**src/bdpc_pkg.sv**
```systemverilog
`default_nettype none
// ----------------------------------------------------------------------------
// bdpc_pkg: shared types and constants for the button debounce classifier
// Beat structs, register indexes and sequencer states.
// ----------------------------------------------------------------------------
package bdpc_pkg;

  localparam int TIME_IN_W  = 32;
  localparam int LEVEL_BITS = 16;
  localparam int CFG_DATA_W = 16;
  localparam int CFG_IDX_W  = 8;
  localparam int EVENT_CAP  = 16;
  localparam int EV_CNT_W   = 5;
  localparam int BTN_IDX_W  = 4;

  localparam logic [CFG_IDX_W-1:0] REG_DEBOUNCE   = 8'd0;
  localparam logic [CFG_IDX_W-1:0] REG_LONG_PRESS = 8'd1;

  localparam logic [CFG_DATA_W-1:0] DEBOUNCE_RST   = 16'd30;
  localparam logic [CFG_DATA_W-1:0] LONG_PRESS_RST = 16'd1000;

  typedef struct packed {
    logic [TIME_IN_W-1:0]  time_now;
    logic [LEVEL_BITS-1:0] button_levels;
  } bdpc_in_t;

  typedef struct packed {
    logic [BTN_IDX_W-1:0] button_index;
    logic                 long_press;
    logic                 last_event;
  } bdpc_out_t;

  typedef enum logic [1:0] {
    S_IDLE,
    S_EDGE,
    S_HOLD,
    S_EMIT
  } bdpc_state_t;

endpackage
`default_nettype wire

```
**src/button_debounce_press_classifier.sv**
```systemverilog
`default_nettype none
// ----------------------------------------------------------------------------
// Sequence: an edge check for each button, a held-time check for each accepted
//   release, then an emit step for each event and a final step to leave the
//   emit phase. While out_stall holds a pending beat, the emit phase waits.
// Throughput: one scan at a time; the next scan is taken once the emit phase
//   ends and the block is idle again.
// Reset: levels idle, edge and press times zero, thresholds 30 and 1000 ms.
// ----------------------------------------------------------------------------
// button_debounce_press_classifier
// Debounces a bank of active-low buttons and classifies releases as short or
// long presses, one shared subtractor walked over the buttons.
// ----------------------------------------------------------------------------
module button_debounce_press_classifier
  import bdpc_pkg::*;
#(
  parameter int NUM_BUTTONS = 16,
  parameter int TIME_BITS   = 32
) (
  input  wire logic                  clk,
  input  wire logic                  rst_n,
  // scan input
  input  wire logic                  in_valid,
  output logic                       in_stall,
  input  wire bdpc_in_t              in_data,
  // press events
  output logic                       out_valid,
  input  wire logic                  out_stall,
  output bdpc_out_t                  out_data,
  // register writes
  input  wire logic                  cfg_valid,
  output logic                       cfg_ready,
  input  wire logic [CFG_IDX_W-1:0]  cfg_index,
  input  wire logic [CFG_DATA_W-1:0] cfg_data
);

  localparam int IDX_W = (NUM_BUTTONS > 1) ? $clog2(NUM_BUTTONS) : 1;
  localparam logic [IDX_W-1:0] LAST_IDX = IDX_W'(NUM_BUTTONS - 1);

  // --------------------------------------------------------------------------
  // Registers
  // --------------------------------------------------------------------------
  bdpc_state_t            state_r, state_nxt;
  logic [IDX_W-1:0]       idx_r, idx_nxt;
  logic [TIME_BITS-1:0]   now_r;
  logic [LEVEL_BITS-1:0]  levels_r;
  logic [CFG_DATA_W-1:0]  deb_r, long_r;

  // per-button state, each written only at the walk position
  logic [NUM_BUTTONS-1:0] stable_r;
  logic [TIME_BITS-1:0]   last_edge_r   [NUM_BUTTONS];
  logic [TIME_BITS-1:0]   press_start_r [NUM_BUTTONS];

  // event list built during the walk, drained in button order
  logic [NUM_BUTTONS-1:0] ev_mask_r, ev_mask_nxt;
  logic [NUM_BUTTONS-1:0] ev_long_r, ev_long_nxt;
  logic [EV_CNT_W-1:0]    ev_cnt_r, ev_cnt_nxt;

  logic                   out_valid_r, out_valid_nxt;
  bdpc_out_t              out_r, out_nxt;

  // --------------------------------------------------------------------------
  // Handshakes
  // --------------------------------------------------------------------------
  logic in_take;
  logic cfg_take;

  assign in_stall  = (state_r != S_IDLE);
  assign in_take   = in_valid && !in_stall;
  assign cfg_ready = 1'b1;
  assign cfg_take  = cfg_valid && cfg_ready;
  assign out_valid = out_valid_r;
  assign out_data  = out_r;

  // scan time, zero-extended or truncated to the wrap width
  logic [TIME_BITS+TIME_IN_W-1:0] now_full;
  assign now_full = {{TIME_BITS{1'b0}}, in_data.time_now};

  // levels per button; buttons past the level field read as pressed
  logic [NUM_BUTTONS-1:0] lvl_vec;
  always_comb begin
    for (int j = 0; j < NUM_BUTTONS; j++) begin
      lvl_vec[j] = (j < LEVEL_BITS) ? levels_r[j % LEVEL_BITS] : 1'b0;
    end
  end

  // --------------------------------------------------------------------------
  // Shared subtract / compare unit
  // EDGE uses the last edge time, HOLD the press start time.
  // --------------------------------------------------------------------------
  logic [TIME_BITS+CFG_DATA_W-1:0] deb_full, long_full;
  logic [TIME_BITS-1:0]            deb_ext, long_ext;
  logic [TIME_BITS-1:0]            operand;
  logic [TIME_BITS-1:0]            diff;
  logic                            ge_deb, ge_long;
  logic                            cur_level;

  assign deb_full  = {{TIME_BITS{1'b0}}, deb_r};
  assign long_full = {{TIME_BITS{1'b0}}, long_r};
  assign deb_ext   = deb_full[TIME_BITS-1:0];
  assign long_ext  = long_full[TIME_BITS-1:0];

  assign cur_level = lvl_vec[idx_r];
  assign operand   = (state_r == S_HOLD) ? press_start_r[idx_r] : last_edge_r[idx_r];
  assign diff      = now_r - operand;     // wraps modulo 2^TIME_BITS
  assign ge_deb    = (diff >= deb_ext);
  assign ge_long   = (diff >= long_ext);

  logic edge_take;
  assign edge_take = (state_r == S_EDGE) && (cur_level != stable_r[idx_r]) && ge_deb;

  // --------------------------------------------------------------------------
  // Emit side: lowest pending button first
  // --------------------------------------------------------------------------
  logic [IDX_W-1:0]            sel;
  logic [NUM_BUTTONS-1:0]      mask_rest;
  logic [IDX_W+BTN_IDX_W-1:0]  sel_full;
  logic                        slot_free;
  logic                        load;

  always_comb begin
    sel = '0;
    for (int j = NUM_BUTTONS - 1; j >= 0; j--) begin
      if (ev_mask_r[j]) begin
        sel = IDX_W'(j);
      end
    end
    mask_rest      = ev_mask_r;
    mask_rest[sel] = 1'b0;
  end

  assign sel_full  = {{BTN_IDX_W{1'b0}}, sel};
  assign slot_free = !out_valid_r || !out_stall;
  assign load      = (state_r == S_EMIT) && (ev_mask_r != '0) && slot_free;

  // --------------------------------------------------------------------------
  // Sequencer
  // --------------------------------------------------------------------------
  always_comb begin
    state_nxt     = state_r;
    idx_nxt       = idx_r;
    ev_mask_nxt   = ev_mask_r;
    ev_long_nxt   = ev_long_r;
    ev_cnt_nxt    = ev_cnt_r;
    out_valid_nxt = out_valid_r && out_stall;
    out_nxt       = out_r;

    case (state_r)
      S_IDLE: begin
        if (in_take) begin
          state_nxt   = S_EDGE;
          idx_nxt     = '0;
          ev_mask_nxt = '0;
          ev_long_nxt = '0;
          ev_cnt_nxt  = '0;
        end
      end
      S_EDGE: begin
        if (edge_take && cur_level) begin
          state_nxt = S_HOLD;          // release: measure the held time
        end else if (idx_r == LAST_IDX) begin
          state_nxt = S_EMIT;
        end else begin
          idx_nxt = idx_r + IDX_W'(1);
        end
      end
      S_HOLD: begin
        // long flag taken from ge_long alone, so it wins when the thresholds cross
        if ((ge_long || ge_deb) && (ev_cnt_r < EV_CNT_W'(EVENT_CAP))) begin
          ev_mask_nxt[idx_r] = 1'b1;
          ev_long_nxt[idx_r] = ge_long;
          ev_cnt_nxt         = ev_cnt_r + EV_CNT_W'(1);
        end
        if (idx_r == LAST_IDX) begin
          state_nxt = S_EMIT;
        end else begin
          state_nxt = S_EDGE;
          idx_nxt   = idx_r + IDX_W'(1);
        end
      end
      S_EMIT: begin
        if (ev_mask_r == '0) begin
          state_nxt = S_IDLE;
        end else if (load) begin
          out_valid_nxt        = 1'b1;
          out_nxt.button_index = sel_full[BTN_IDX_W-1:0];
          out_nxt.long_press   = ev_long_r[sel];
          out_nxt.last_event   = (mask_rest == '0);
          ev_mask_nxt          = mask_rest;
        end
      end
      default: begin
        state_nxt = S_IDLE;
      end
    endcase
  end

  always_ff @(posedge clk) begin
    if (!rst_n) begin
      state_r     <= S_IDLE;
      idx_r       <= '0;
      ev_mask_r   <= '0;
      ev_long_r   <= '0;
      ev_cnt_r    <= '0;
      out_valid_r <= 1'b0;
    end else begin
      state_r     <= state_nxt;
      idx_r       <= idx_nxt;
      ev_mask_r   <= ev_mask_nxt;
      ev_long_r   <= ev_long_nxt;
      ev_cnt_r    <= ev_cnt_nxt;
      out_valid_r <= out_valid_nxt;
    end
  end

  always_ff @(posedge clk) begin
    out_r <= out_nxt;
    if (in_take) begin
      now_r    <= now_full[TIME_BITS-1:0];
      levels_r <= in_data.button_levels;
    end
  end

  // thresholds
  always_ff @(posedge clk) begin
    if (!rst_n) begin
      deb_r  <= DEBOUNCE_RST;
      long_r <= LONG_PRESS_RST;
    end else if (cfg_take) begin
      case (cfg_index)
        REG_DEBOUNCE:   deb_r  <= cfg_data;
        REG_LONG_PRESS: long_r <= cfg_data;
        default: ;                     // unknown index: ignored
      endcase
    end
  end

  // per-button debounce state
  always_ff @(posedge clk) begin
    if (!rst_n) begin
      stable_r <= '1;
      for (int j = 0; j < NUM_BUTTONS; j++) begin
        last_edge_r[j]   <= '0;
        press_start_r[j] <= '0;
      end
    end else if (edge_take) begin
      stable_r[idx_r]    <= cur_level;
      last_edge_r[idx_r] <= now_r;
      if (!cur_level) begin
        press_start_r[idx_r] <= now_r;
      end
    end
  end

  // --------------------------------------------------------------------------
  // Assertions
  // --------------------------------------------------------------------------
  a_hold_after_edge: assert property (@(posedge clk) disable iff (!rst_n)
    state_r == S_HOLD |-> $past(state_r) == S_EDGE)
    else $error("held-time check without a preceding edge check");

  a_event_cap: assert property (@(posedge clk) disable iff (!rst_n)
    ev_cnt_r <= EV_CNT_W'(EVENT_CAP))
    else $error("event count past cap");

  a_idle_empty: assert property (@(posedge clk) disable iff (!rst_n)
    (state_r == S_IDLE) |-> (ev_mask_r == '0))
    else $error("pending events left while idle");

  a_last_drains: assert property (@(posedge clk) disable iff (!rst_n)
    (load && out_nxt.last_event) |=> (ev_mask_r == '0))
    else $error("last event marked with events still pending");

endmodule
`default_nettype wire
```
**config.mk**
```make
export PLATFORM = sky130hd
export DESIGN_NAME = button_debounce_press_classifier
export DESIGN_NICKNAME = d
export VERILOG_FILES = /design/src/bdpc_pkg.sv /design/src/button_debounce_press_classifier.sv
export SDC_FILE = /design/constraint.sdc
export NUM_CORES = 2
export LEC_CHECK = 0
export BUFFER_PORTS_ARGS = -buffer_cell sky130_fd_sc_hd__buf_2
export CAP_MARGIN = 10
export CORE_ASPECT_RATIO = 0.7
export CORE_MARGIN = 5
export CORE_UTILIZATION = 55
export CTS_CLUSTER_DIAMETER = 30
export CTS_CLUSTER_SIZE = 20
export DETAILED_ROUTE_END_ITERATION = 16
export PLACE_DENSITY = 0.71
export SLEW_MARGIN = 20
export SYNTH_ARGS = -nofsm -noshare
export SYNTH_HDL_FRONTEND = slang
export SYNTH_SLANG_ARGS = --single-unit
```
**constraint.sdc**
```tcl
create_clock -name clk -period 19.7 [get_ports clk]
set_input_delay 0 -clock clk [delete_from_list [all_inputs] [get_ports clk]]
set_output_delay 0 -clock clk [all_outputs]
set_load 0.05 [all_outputs]
```
==> metrics.csv <==
metric,value,unit
via density per instance,6.38,
Die Ht,274,microns
CP Capture Type,register,
Fin. Hold Viols,0,
fmax,97.0,MHz
gr busiest metal,met1,
post-route non-filler standard cell count,5446,
largest net degree at the start of global routing,145,
fin util,64.4,%
relative slew slack,20.9,%
"Seq/Total Area, Yosys",62.4,%
met3 Track Usage GR,12.4,%
synthesized instance count,3792,
Row Count,97,
ANT nets after route,0,
#FFs+latches synth,1174,
Power Density,129,nW/um^2
gr usage total,30.6,%
First-pass DRT Iterations,6,
Setup TNS Final,0,ns
total number of vias,34700,
most frequent cells in the layout,"edfxtp_1, and2_1, nor2_1",
area delta synth->final,16.8,%
GRT Residual Overflow,0,
Post-CTS Hold Buffers,131,
dpl ws,9.47,ns
htree depth,4,
Setup CP Type,reg2reg,
number of CTS-inserted buffers,178,
"Clk Latency, worst-skew pair",0.81,ns
Final WS setup,9.39,ns
min Tclk post-route,10.31,ns
DRC,0,
leakage power,22.6,nW
Critical Path AT,10.63,ns
I/O Pins,86,
post-cts sizing count,0,
Final period util,52.3,%
Post-Syn Area,54900,sq um
share of layout cells above drive strength 1,24.4,%
CTS tree,yes,
register clock-pin slew on the reported worst setup and hold paths,0.05,ns
Worst Max-Slew Pin Slew,1.18,ns
clock sink total,1174,
M1 GR Usage,44.9,%
Synth cell types,90,
Max VDD drop,0.0937,mV
synth warn,0,
Core Box Area,99600,sq um
status,"complete, no violations",
Die Wd,388,microns
ys async rst share,0,%
"most common cell after layout, fill and taps aside",edfxtp_1,
fin nets,4100,
final setup fails,0,
# port buffers,84,
drt wl/cell,29.7,microns
CP max FO,105,
Required @ worst endpoint,20.02,ns
root buf cell,clkbuf_16,
CP startpoint kind,register,
Initial DRC Count,5117,
number of global-route vias before repair,33300,
Die Area,106000,sq um
RSZ-0062 raised after global routing,false,
Cells after DPL,4968,
Clock Skew,0.0560,ns
initial antenna violation count,13,
Final Wtd Congestion,1.00,
final WL,162000,microns
path type of the worst min-delay path,in2reg,
post-synth net total,3944,
clk buf depth,3,
Post-synth EDFFs,1078,
setup bufs post-CTS,0,
Pins Over Slew Limit,0,
first-pass GRT wire length,235000,microns
Max Cap Violations,0,
Global Route met2 Usage,42.0,%
predominant post-synthesis flop cell,edfxtp_1,
Starting Density,55.1,%
hpwl dp,97700,microns
syn_area_per_cell,14.5,sq um
[power breakdown]
group / leakage (nW) / total (W) / internal, W / switching, W
clock network: 3.04 / 0.00331 / 0.00201 / 0.00130
registers: 11.9 / 0.00297 / 0.00286 / 0.000114
logic: 7.66 / 0.00198 / 0.000719 / 0.00126
[per-stage QoR]
step	power, W	hold WS, ns	cell area, sq um
3_3_place_gp	0.00489	0.176	56300
6_report	0.00826	0.0489	64200
3_5_place_dp	0.00490	0.178	56400
2_1_floorplan	0.00423	0.0989	54900
4_1_cts	0.00820	0.00188	64000
5_1_grt	0.00851	0.0599	64200
[critical path, cell delays in order, from the launching register on]
cell and delay [ns]:
dfxtp_4 0.63, buf_4 0.70, buf_4 0.84, buf_12 0.65, mux4_2 0.68, mux4_2 0.59
mux2i_1 0.23, ha_1 0.42, nand4_1 0.36, a31oi_1 0.77, nor4b_1 0.12, a311oi_1 0.30
nand4bb_1 0.19, nor4b_2 0.78, nand4_2 0.33, and3_1 0.30, buf_4 0.27, nand3_4 0.14
buf_4 0.54, nand2_2 0.68
[area by class of cell]
cell class	count	area, sq um
fillers	6920	35500
flip-flops and latches	1174	34300
multi-input cells	2245	19200
clock buffers	193	4580
repair buffers	280	2400
clock inverters	145	1760
well taps	1336	1670
inverters	69	259
diodes	4	10.0
[flip-flops by register name, indices dropped and copies added, names as in the netlist, named ones only]
register / cells
levels_r: 16
last_edge_r: 512
deb_r: 16
out_valid: 1
state_r: 2
long_r: 16
stable_r: 16
now_r: 32
out_data: 6
press_start_r: 512
ev_long_r: 16
idx_r: 4
ev_cnt_r: 5
ev_mask_r: 16
[cells by family (layout without fill, tap and decap cells)]
family                     after synthesis  in the layout  synth area share (%)
and+or+nand+nor                       1417           1417                  13.6
other                                    1              5               0.00683
AOI/OAI and AO/OA                      327            327                  3.83
xor gates and xnor gates                20             20                 0.319
adders and majority gates               77             77                  1.76
buffers and inverters                  373            687                  3.26
DFF                                   1174           1174                  62.4
muxes                                  403            403                  14.8
[metal layers]
metal  vias up  share of wire [%]
met4         6                2.8
li1      14500                  -
met5         -              0.027
met1     17600                 40
met3       267                 16
met2      2359                 42
[Yosys cell counts (13+ instances only)]
cell type  instances  share of area, %
o21ai_0           77              0.70
nand4_1           20              0.23
buf_6             16              0.33
ha_1              74               1.7
mux2i_1           68               1.2
clkbuf_1         194               1.3
mux4_2           328                13
a21o_1            21              0.29
buf_2             31              0.28
edfxtp_1        1078                59
a31oi_1           29              0.33
nor3_1            47              0.43
buf_1             44              0.30
inv_1             67              0.46
xnor2_1           13              0.21
and2_1           485               5.5
buf_12            13              0.47
nor4_1            13              0.15
or4_1             15              0.21
nand2_1          138              0.94
a21oi_1           81              0.74
nand3_1           21              0.19
nor2_1           488               3.3
o21a_1            15              0.21
dfxtp_1           96               3.5
a211oi_1          16              0.22
nor2_2           116               1.3
[final timing paths]
path	from	endpoint	slack (ns)	cells after the start
worst max-delay path	register	last_edge_r[9][5]	9.39	19
worst min-delay path	cfg_data[9]	long_r[9]	0.05	4
worst max register to register	register	last_edge_r[9][5]	9.39	19
worst min register to register	ev_long_r[13]	ev_long_r[13]	0.46	2
Note: power is estimated with default switching activity, not from simulation.
